===== src/rtl/ctbd_pkg.sv =====
`default_nettype none

package ctbd_pkg;

	localparam logic [31:0] RAM_BASE_DEF       = 32'h8000_0000;
	localparam int          RAM_ADDR_BITS_DEF  = 26;
	localparam logic [11:0] CLINT_MEGABYTE_DEF = 12'd272;

	localparam int          CLINT_OFS_BITS = 20;
	localparam logic [19:0] MTIMECMP_OFS   = 20'h04000;
	localparam logic [19:0] MTIME_OFS      = 20'h0BFF8;
	localparam logic [19:0] MSIP_OFS       = 20'h00000;
	localparam logic [3:0]  CLINT_REG_SIZE = 4'd4;

	typedef enum logic [2:0] {
		OP_READ   = 3'd0,
		OP_FETCH  = 3'd1,
		OP_ATOMIC = 3'd2,
		OP_WRITE  = 3'd3,
		OP_TICK   = 3'd4
	} op_t;

	typedef enum logic [2:0] {
		ST_RAM   = 3'd0,
		ST_CLINT = 3'd1,
		ST_LMIS  = 3'd2,
		ST_SMIS  = 3'd3,
		ST_LFLT  = 3'd4,
		ST_XFLT  = 3'd5,
		ST_SFLT  = 3'd6,
		ST_UNSUP = 3'd7
	} status_t;

	// Decoded view of one item, handed from the decoder to the timer logic.
	typedef struct packed {
		status_t     status;
		logic [25:0] ram_offset;
		logic        tick;
		logic        writes;
		logic        cmp_hit;
		logic        time_hit;
		logic        hi;
	} dec_t;

	function automatic logic [63:0] put_half(input logic [63:0] cur, input logic hi,
			input logic [31:0] data);
		logic [63:0] res;
		res = cur;
		if (hi) begin
			res[63:32] = data;
		end else begin
			res[31:0] = data;
		end
		return res;
	endfunction

	function automatic status_t fault_code(input logic [2:0] op);
		status_t res;
		case (op)
			OP_READ:  res = ST_LFLT;
			OP_FETCH: res = ST_XFLT;
			default:  res = ST_SFLT;
		endcase
		return res;
	endfunction

endpackage

`default_nettype wire


===== src/rtl/ctbd_decode.sv =====
`default_nettype none

module ctbd_decode #(
	parameter logic [31:0] RAM_BASE       = ctbd_pkg::RAM_BASE_DEF,
	parameter int          RAM_ADDR_BITS  = ctbd_pkg::RAM_ADDR_BITS_DEF,
	parameter logic [11:0] CLINT_MEGABYTE = ctbd_pkg::CLINT_MEGABYTE_DEF
) (
	input  wire logic [2:0]     op,
	input  wire logic [63:0]    addr,
	input  wire logic [3:0]     size,
	input  wire logic [31:0]    wdata,
	output ctbd_pkg::dec_t      dec
);
	import ctbd_pkg::*;

	localparam logic [RAM_ADDR_BITS:0] SPAN = {1'b1, {RAM_ADDR_BITS{1'b0}}};

	logic [3:0]               size_m1;
	logic                     misaligned;
	logic                     clint_mb;
	logic [CLINT_OFS_BITS-1:0] ofs;
	logic                     size4;
	logic [63:0]              off;
	logic [RAM_ADDR_BITS:0]   end_sum;
	logic                     ram_fault;

	always_comb begin
		size_m1 = size - 4'd1;
		// A zero size masks with all ones, so any nonzero address is misaligned.
		misaligned = (size == 4'd0) ? (addr != 64'd0) : ((addr[3:0] & size_m1) != 4'd0);
		clint_mb   = (addr[63:CLINT_OFS_BITS] == 44'(CLINT_MEGABYTE));
		ofs        = addr[CLINT_OFS_BITS-1:0];
		size4      = (size == CLINT_REG_SIZE);
		off        = addr - {32'd0, RAM_BASE};
		end_sum    = {1'b0, off[RAM_ADDR_BITS-1:0]} + (RAM_ADDR_BITS+1)'(size);
		ram_fault  = (off[63:RAM_ADDR_BITS] != '0) || (end_sum > SPAN);

		dec.status     = ST_CLINT;
		dec.ram_offset = '0;
		dec.tick       = 1'b0;
		dec.writes     = (op == OP_ATOMIC) || (op == OP_WRITE);
		dec.cmp_hit    = 1'b0;
		dec.time_hit   = 1'b0;
		dec.hi         = ofs[2];

		if (op == OP_TICK) begin
			dec.tick = 1'b1;
		end else if (op > OP_TICK) begin
			dec.status = ST_UNSUP;
		end else if (misaligned && op != OP_FETCH) begin
			dec.status = (op == OP_READ) ? ST_LMIS : ST_SMIS;
		end else if (clint_mb) begin
			if (ofs[19:3] == MTIMECMP_OFS[19:3] && size4) begin
				dec.cmp_hit = 1'b1;
			end else if (ofs[19:3] == MTIME_OFS[19:3] && size4) begin
				dec.time_hit = 1'b1;
			end else if (ofs == MSIP_OFS && size4) begin
				if (dec.writes && wdata != 32'd0) begin
					dec.status = ST_UNSUP;
				end
			end else begin
				dec.status = fault_code(op);
			end
		end else if (ram_fault) begin
			dec.status = fault_code(op);
		end else begin
			dec.status     = ST_RAM;
			dec.ram_offset = off[25:0];
		end
	end

endmodule

`default_nettype wire


===== src/rtl/clint_timer_bus_decoder.sv =====
`default_nettype none

// CLINT timer and bus address decoder. Each input item is one bus access
// (read, fetch, atomic, write) or one timer tick and yields exactly one result
// item. The block takes one item per clock unless the output stalls:
// an input register feeds a single pass of decode and timer update, and a
// result register holds the answer, so a new item is accepted while the
// previous result still waits. The 64-bit mtime/mtimecmp update and compare
// in that pass set the clock period. Results report the RAM offset or the
// CLINT register half that was read, and the timer-pending flag after the item.
module clint_timer_bus_decoder #(
	parameter logic [31:0] RAM_BASE       = ctbd_pkg::RAM_BASE_DEF,
	parameter int          RAM_ADDR_BITS  = ctbd_pkg::RAM_ADDR_BITS_DEF,
	parameter logic [11:0] CLINT_MEGABYTE = ctbd_pkg::CLINT_MEGABYTE_DEF
) (
	input  wire logic         clk,
	input  wire logic         arst_n,

	input  wire logic         s_axis_tvalid,
	output logic              s_axis_tready,
	input  wire logic [103:0] s_axis_tdata,  // addr[63:0], size[67:64], wdata[99:68]
	input  wire logic [2:0]   s_axis_tuser,  // op

	output logic              m_axis_tvalid,
	input  wire logic         m_axis_tready,
	output logic [63:0]       m_axis_tdata,  // ram_offset[25:0], rdata[57:26],
	                                         // timer_pending[58]
	output logic [2:0]        m_axis_tuser   // status
);
	import ctbd_pkg::*;

	logic        valid_s1;
	logic [2:0]  op_s1;
	logic [63:0] addr_s1;
	logic [3:0]  size_s1;
	logic [31:0] wdata_s1;

	logic        out_free;
	logic        fire;
	dec_t        dec;

	logic [63:0] count_q;
	logic [63:0] cmp_q;
	logic        armed_q;
	logic        pending_q;

	logic [63:0] count_d;
	logic [63:0] cmp_d;
	logic        armed_d;
	logic        pending_d;
	logic        ge;
	logic [31:0] rdata_d;

	logic        m_valid_q;
	status_t     status_q;
	logic [25:0] offset_q;
	logic [31:0] rdata_q;
	logic        tpend_q;

	assign out_free      = !m_valid_q || m_axis_tready;
	assign fire          = valid_s1 && out_free;
	assign s_axis_tready = !valid_s1 || out_free;

	always_ff @(posedge clk or negedge arst_n) begin
		if (!arst_n) begin
			valid_s1 <= 1'b0;
		end else if (s_axis_tready) begin
			valid_s1 <= s_axis_tvalid;
		end
	end

	always_ff @(posedge clk) begin
		if (s_axis_tready && s_axis_tvalid) begin
			op_s1    <= s_axis_tuser;
			addr_s1  <= s_axis_tdata[63:0];
			size_s1  <= s_axis_tdata[67:64];
			wdata_s1 <= s_axis_tdata[99:68];
		end
	end

	ctbd_decode #(
		.RAM_BASE       (RAM_BASE),
		.RAM_ADDR_BITS  (RAM_ADDR_BITS),
		.CLINT_MEGABYTE (CLINT_MEGABYTE)
	) u_decode (
		.op    (op_s1),
		.addr  (addr_s1),
		.size  (size_s1),
		.wdata (wdata_s1),
		.dec   (dec)
	);

	always_comb begin
		count_d   = count_q;
		cmp_d     = cmp_q;
		if (dec.tick) begin
			count_d = count_q + 64'd1;
		end else if (dec.time_hit && dec.writes) begin
			count_d = put_half(count_q, dec.hi, wdata_s1);
		end
		if (dec.cmp_hit && dec.writes) begin
			cmp_d = put_half(cmp_q, dec.hi, wdata_s1);
		end
		ge = (count_d >= cmp_d);

		armed_d   = armed_q;
		pending_d = pending_q;
		if ((dec.cmp_hit || dec.time_hit) && dec.writes) begin
			pending_d = ge;
			armed_d   = !ge;
		end else if (dec.tick && armed_q && ge) begin
			// One-shot compare: fires once, then stays disarmed until rewritten.
			pending_d = 1'b1;
			armed_d   = 1'b0;
		end

		if (dec.cmp_hit) begin
			rdata_d = dec.hi ? cmp_q[63:32] : cmp_q[31:0];
		end else if (dec.time_hit) begin
			rdata_d = dec.hi ? count_q[63:32] : count_q[31:0];
		end else begin
			rdata_d = 32'd0;
		end
	end

	always_ff @(posedge clk or negedge arst_n) begin
		if (!arst_n) begin
			count_q   <= '0;
			cmp_q     <= '0;
			armed_q   <= 1'b0;
			pending_q <= 1'b0;
		end else if (fire) begin
			count_q   <= count_d;
			cmp_q     <= cmp_d;
			armed_q   <= armed_d;
			pending_q <= pending_d;
		end
	end

	always_ff @(posedge clk or negedge arst_n) begin
		if (!arst_n) begin
			m_valid_q <= 1'b0;
		end else if (out_free) begin
			m_valid_q <= valid_s1;
		end
	end

	always_ff @(posedge clk) begin
		if (fire) begin
			status_q <= dec.status;
			offset_q <= dec.ram_offset;
			rdata_q  <= rdata_d;
			tpend_q  <= pending_d;
		end
	end

	assign m_axis_tvalid = m_valid_q;
	assign m_axis_tuser  = status_q;
	assign m_axis_tdata  = {5'd0, tpend_q, rdata_q, offset_q};

`ifndef NO_ASSERTIONS
	// The compare is armed only while the flag is clear.
	a_arm_excl: assert property (@(posedge clk) disable iff (!arst_n)
		!(armed_q && pending_q))
		else $error("compare armed while timer pending");

	// A tick never clears a pending flag.
	a_tick_keeps: assert property (@(posedge clk) disable iff (!arst_n)
		fire && dec.tick && pending_q |=> pending_q)
		else $error("tick cleared the pending flag");

	// RAM results never carry register read data.
	a_ram_rdata: assert property (@(posedge clk) disable iff (!arst_n)
		m_valid_q && status_q == ST_RAM |-> rdata_q == 32'd0)
		else $error("RAM result with nonzero rdata");
`endif

endmodule

`default_nettype wire


===== config.mk =====
export PLATFORM = sky130hd
export DESIGN_NAME = clint_timer_bus_decoder
export DESIGN_NICKNAME = d
export VERILOG_FILES = /design/src/rtl/ctbd_pkg.sv /design/src/rtl/ctbd_decode.sv /design/src/rtl/clint_timer_bus_decoder.sv
export SDC_FILE = /design/constraint.sdc
export NUM_CORES = 1
export LEC_CHECK = 0
export BUFFER_PORTS_ARGS = -buffer_cell sky130_fd_sc_hd__buf_4
export CAP_MARGIN = 20
export CORE_ASPECT_RATIO = 1.4
export CORE_UTILIZATION = 55
export CTS_CLUSTER_DIAMETER = 30
export DETAILED_ROUTE_END_ITERATION = 6
export PLACE_DENSITY = 0.8
export RECOVER_POWER = 25
export SLEW_MARGIN = 10
export SYNTH_ARGS = -nofsm -noshare
export SYNTH_HDL_FRONTEND = slang
export SYNTH_SLANG_ARGS = --single-unit

===== constraint.sdc =====
create_clock -name clk -period 6.7 [get_ports clk]
set_input_delay 0.67 -clock clk [delete_from_list [all_inputs] [get_ports clk]]
set_output_delay 0.67 -clock clk [all_outputs]
set_load 0.03 [all_outputs]

After elaboration in Yosys (flattened, before gate mapping)
Cells that the tools add are included.
{ "word_totals": {"reg_bits": 297, "romBits": 0, "output_inout_bits": 69, "elab_cells": 97, "latch_bits": 0, "mem_count": 0, "mem_bits_rw": 0} }
{ "op_classes": {"bitwise": 1, "shift": 0, "n_addsub": 4, "mul": 0, "reduce_logical": 31, "mux": 34, "n_div": 0, "order_cmp": 3, "eq_ne": 9} }
{ "ops": {"columns": ["cell", "n"], "rows": [
  ["32-bit 2-to-1 mux", 8],
  ["64-bit 2-to-1 mux", 3],
  ["64-bit by 1-bit adder with 64-bit output, second input constant", 1],
  ["64-bit >= comparator", 1],
  ["64-bit nonzero test", 1],
  ["64-bit by 32-bit subtractor with 64-bit output, second input constant", 1],
  ["44-bit by 9-bit == test with 1-bit output, second input constant", 1],
  ["38-bit nonzero test", 1],
  ["32-bit nonzero test", 1],
  ["26-bit by 4-bit adder with 27-bit output", 1],
  ["27-bit greater-than comparator, second input constant", 1],
  ["3-bit 2-to-1 mux", 8],
  ["20-bit zero test", 1],
  ["17-bit by 12-bit == test with 1-bit output, second input constant", 1],
  ["17-bit by 13-bit == test with 1-bit output, second input constant", 1],
  ["1-bit logical AND", 12],
  ["1-bit 2-to-1 mux", 10],
  ["2-bit 2-to-1 mux", 4],
  ["3-bit by 2-bit == test with 1-bit output, second input constant", 2],
  ["1-bit logical OR", 5],
  ["5-bit OR reduction", 1],
  ["4-bit AND", 1],
  ["4-bit by 3-bit == test with 1-bit output, second input constant", 1],
  ["4-bit zero test", 1],
  ["other kinds (12)", 14]
]} }

Logic depth before layout (Yosys ltp)
{ "logic_depth": {"depth_word": 15, "depth_mapped": 23, "ltp_nobuf": 21} }

Modules after synthesis
From an unflattened synthesis, not the netlist that was laid out.
{ "hier_totals": {"hier_cells": 1812, "hier_area_um2": 17757.0} }
{ "by_module_without_submodules": {"columns": ["mod", "n_inst", "seq_area_each_um2", "cells_per_inst", "area_each_um2"], "rows": [
  ["clint_timer_bus_decoder", 1, 8257.9, 1611, 16440.8],
  ["ctbd_decode", 1, 0.0, 201, 1316.3]
]} }

Worst setup path after synthesis
OpenSTA, ideal clock, no wires.
{ "synth_timing": {"path_kind": "register -> register", "startpoint": "register addr_s1[33]", "endpoint": "register tpend_q, data pin", "path_stages_with_launch": 22, "setup_slack_ns": 1.819, "n_path_buf": 3, "arrival_ns": 4.625, "period_less_slack_ns": 4.881, "cell_sequence": "edfxtp_1 > or3_4 > or4_4 > nor4_4 > o2111ai_2 > or3_1 > buf_6 > or3_1 > buf_2 > buf_6 > o21ai_1 > nor2_1 > ha_1 > a21o_1 > a21o_1 > a21oi_1 > nor2_1 > a211oi_1 > o31ai_1 > a21oi_1 > o221ai_1 > a22o_1"} }
{ "synth_between": {"elab_chain_cells": 13, "word_cells_on_any_way": 19, "cone_classes": "order compare (1); eq/ne (1); mux (10); reduce/logical (7)"} }
{ "synth_lines": {"columns": ["element", "line_no", "text"], "rows": [
  ["start: declaration", "clint_timer_bus_decoder.sv:34", "logic [63:0] addr_s1;"],
  ["start signal: assignment", "clint_timer_bus_decoder.sv:75", "addr_s1 <= s_axis_tdata[63:0];"],
  ["64-bit nonzero test", "ctbd_decode.sv:30", "misaligned = (size == 4'd0) ? (addr != 64'd0) : ((addr[3:0] & size_m1) != 4'd0);"],
  ["1-bit 2-to-1 mux", "ctbd_decode.sv:30", null],
  ["1-bit logical AND", "ctbd_decode.sv:50", "end else if (misaligned && op != OP_FETCH) begin"],
  ["2-bit 2-to-1 mux *", "ctbd_decode.sv:50", null],
  ["2-bit 2-to-1 mux *", "ctbd_decode.sv:48", "end else if (op > OP_TICK) begin"],
  ["2-bit 2-to-1 mux *", "ctbd_decode.sv:46", "if (op == OP_TICK) begin"],
  ["1-bit logical AND *", "clint_timer_bus_decoder.sv:98", "end else if (dec.time_hit && dec.writes) begin"],
  ["64-bit 2-to-1 mux *", "clint_timer_bus_decoder.sv:98", null],
  ["64-bit 2-to-1 mux *", "clint_timer_bus_decoder.sv:96", "if (dec.tick) begin"],
  ["via count_d[17]", "clint_timer_bus_decoder.sv:47", "logic [63:0] count_d;"],
  ["64-bit >= comparator *", "clint_timer_bus_decoder.sv:104", "ge = (count_d >= cmp_d);"],
  ["1-bit logical AND", "clint_timer_bus_decoder.sv:111", "end else if (dec.tick && armed_q && ge) begin"],
  ["1-bit 2-to-1 mux", "clint_timer_bus_decoder.sv:111", null],
  ["1-bit 2-to-1 mux *", "clint_timer_bus_decoder.sv:108", "if ((dec.cmp_hit || dec.time_hit) && dec.writes) begin"],
  ["via pending_d", "clint_timer_bus_decoder.sv:50", "logic pending_d;"],
  ["end signal: assignment", "clint_timer_bus_decoder.sv:153", "tpend_q <= pending_d;"],
  ["end: declaration", "clint_timer_bus_decoder.sv:58", "logic tpend_q;"]
]} }
Mark *: on every way through the listed nets, which the timed path passes. The rest lies on a longest branch.
A chain may end at the register's enable or synchronous reset.

Worst setup path in the final report
Same ends and word-level chain as after synthesis.

==> results.json <==
{
  "outcome": "finished, violations left",
  "violations": "max-capacitance violations, max-slew violations",
  "rsz0062_at_grt": "no",
  "reg2reg_from": "addr_s1[33]$_DFFE_PP_",
  "dp_hpwl_um": 34100,
  "viasPerCell": 6.57,
  "final-hold-violation-count": 0,
  "cts_buffers": 53,
  "drive_gt1_share_pct": 22.9,
  "async_flop_share_pct": 44.4,
  "seq_area_frac_synth_pct": 46.5,
  "p_leak_nw": 8.53,
  "p_per_area_nw_per_um2": 286,
  "final_cells": 2316,
  "fill_cells": 2397,
  "wirelength_um": 50800,
  "wire_per_inst_um": 21.9,
  "cts_setup_buffers": 0,
  "synthCells": 1740,
  "initial_core_util_pct": 56.0,
  "drc_errors": 0,
  "die_y_um": 215,
  "firstDrtPassIters": 6,
  "setup.worst_path.end_class": "flip-flop",
  "cts_tree": "built",
  "port_buffers": 170,
  "nNetsFinal": 2061,
  "synth_area_leader_cell": "edfxtp_1",
  "path_clk_slew_ns": 0.06,
  "crit_path_frequent_cell": "a21oi_1",
  "synthTopCellsByArea": "edfxtp_1 28%, dfrtp_1 19%, mux2i_1 7.8%, ha_1 5.1%, mux2_2 4.3%",
  "worst_ep_required_time_ns": 7.02,
  "synth-edff-count": 165,
  "drv_cap": 1,
  "period_minus_slack_ns": 6.05,
  "yosysMostFrequentCell": "nor2_1",
  "drt_iter0_drc": 1177,
  "cts_max_level": 2,
  "clk_path_buf_depth": 3,
  "track_usage_pct": 30.9,
  "grt_pass1_wl_um": 80000,
  "post-place-cells": 2216,
  "syn_area_sq_um": 17800,
  "critical-path-max-stage-delay_ns": 0.47,
  "slew_headroom_pct": -154,
  "synth-seq-cells": 297,
  "ys.flop_type": "edfxtp_1",
  "crit_start": "addr_s1[33]$_DFFE_PP_",
  "crit_path_top_delay_cell": "or4_4",
  "postCtsHoldBufs": 0,
  "yosys_warnings": 0,
  "row_count": 77,
  "fmax_mhz": 165,
  "syn2layout_area_growth_pct": 19.0,
  "clock_latency_ns": 0.58,
  "gp_congestion": 0.993,
  "core_sq_um": 31700,
  "tns_ns": 0,
  "synth_cell_types": 75,
  "utilization_pct": 66.6,
  "crit_fanout": 23,
  "gr-total-overflow": 0,
  "synth_top_area_share_pct": 27.9,
  "grt_max_degree": 85,
  "maxSlewViolCount": 66,
  "diodes": 0,
  "cp_cell_sequence": "or3_4 -> or4_4 -> nor4_4 -> o2111ai_2 -> or3_1 -> buf_4 -> o31ai_4 -> buf_4 -> a21oi_1 -> nor2_1 -> ha_1 -> a21o_1 -> a21o_1 -> a21oi_1 -> o21ai_0 -> a211oi_1 -> nand4_1 -> a21oi_1 -> o221ai_1 -> a22o_1",
  "die_area_sq_um": 33000,
  "die_w_um": 154,
  "synth_common_cells": "195 x nor2_1, 165 x edfxtp_1, 138 x mux2i_1",
  "cts.sinks": 297,
  "period_share_pct": 90.3,
  "ant_nets": 0,
  "cts_resized": 0,
  "cts-root-buf": "clkbuf_16",
  "finalSetupViolations": 0,
  "max-vdd-ir-drop_uv": 211,
  "critPathKind": "reg2reg",
  "crit_path_start_kind": "flip-flop",
  "hp-start": "s_axis_tdata[93]",
  "worstMarginPinSlew_ns": 3.81,
  "ios": 180,
  "synth.avg_cell_area_sq_um": 10.2,
  "hold_path_class": "in2reg",
  "vias": 15200,
  "critical_path_arrival_ns": 6.37,
  "finClkSkew_ns": 0.0229,
  "grt_pass1_vias": 15300,
  "antenna_found_initial": 0
}
-- cells in the final DEF (no fill, tap or decap), types with 25 or more instances in the layout --
| cell type | count |
|---|---|
| o22ai_1 | 60 |
| dfrtp_1 | 132 |
| nor3_1 | 25 |
| ha_1 | 73 |
| mux2_2 | 67 |
| nor4_1 | 33 |
| nand4_1 | 36 |
| nor2_1 | 195 |
| clkbuf_4 | 103 |
| mux2i_1 | 138 |
| nand3_1 | 69 |
| buf_4 | 105 |
| and2_1 | 26 |
| o21ai_0 | 69 |
| inv_1 | 29 |
| and3_1 | 38 |
| o221a_2 | 37 |
| a21oi_1 | 105 |
| edfxtp_1 | 165 |
| nand2_1 | 106 |
| clkbuf_16 | 55 |
| a21o_1 | 25 |
-- cell type report --
cell class              count  area (sq um)  area share [%]
multi-input cells        1285          8830            41.8
repair buffers            209          1570            7.41
clock buffers              60          1430            6.75
well taps                 395           494            2.34
clock inverters            40           440            2.08
inverters                  30           115           0.545
flip-flops and latches    297          8260            39.1
-- cells by family after synthesis --
group / after synthesis / share of synthesized area (%)
buf+inv: 162 / 3.93
fa+ha+maj: 74 / 5.26
simple gates: 599 / 16.9
other cells: 1 / 0.0211
xor+xnor: 18 / 0.888
flops: 297 / 46.5
mux: 205 / 12.0
compound gates: 384 / 14.5
-- path summary, 6_finish.rpt --
| path | end | slack [ns] | depth (start not counted) |
|---|---|---|---|
| max | tpend_q$_DFFE_PP_ | 0.65 | 20 |
| min | wdata_s1[25]$_DFFE_PP_ | 0.29 | 1 |
| max reg2reg | tpend_q$_DFFE_PP_ | 0.65 | 20 |
| min reg2reg | m_axis_tvalid$_DFFE_PN0P_ | 0.50 | 1 |
| max in group asynchronous | cmp_q[28]$_DFFE_PN0P_ | 2.82 | 2 |
| min in group asynchronous | cmp_q[42]$_DFFE_PN0P_ | 1.43 | 1 |
-- critical path: cells and delay by family, from the launching register on --
| family | cells | cell delay, ns |
|---|---|---|
| compound gates | 11 | 2.39 |
| simple gates | 6 | 2.12 |
| buf+inv | 2 | 0.63 |
| flops | 1 | 0.41 |
| fa+ha+maj | 1 | 0.25 |
-- flip-flops by register name, indices dropped and copies added (netlist names) --
register,cells
addr_s1,64
armed_q,1
cmp_q,64
count_q,64
m_axis_tuser,3
m_axis_tvalid,1
offset_q,26
op_s1,3
pending_q,1
rdata_q,32
size_s1,4
tpend_q,1
valid_s1,1
wdata_s1,32
-- power breakdown --
part	leakage, nW	total (W)	switching, W	internal, W
logic	4.25	0.000906	0.000496	0.000410
registers	3.36	0.00235	0.000256	0.00210
clock network	0.910	0.00278	0.00104	0.00174
total	8.53	0.00603	0.00179	0.00424
-- layer usage --
metal  track usage, %  part of all wire (%)
met3             6.49                   8.8
met1             34.5                    35
met5                0                     0
met4             20.7                   6.4
met2             53.0                    50
-- per-stage QoR --
stage	power, W	worst slack (ns)	area (sq um)	hold slack (ns)
4_1_cts	0.00604	0.813	21100	0.133
2_1_floorplan	0.00296	1.82	17800	0.374
6_report	0.00603	0.652	21100	0.288
5_1_grt	0.00625	0.470	21100	0.278
3_5_place_dp	0.00326	0.862	19300	0.493
3_3_place_gp	0.00322	0.977	19300	0.473
Note: power is estimated with default switching activity, not from simulation.
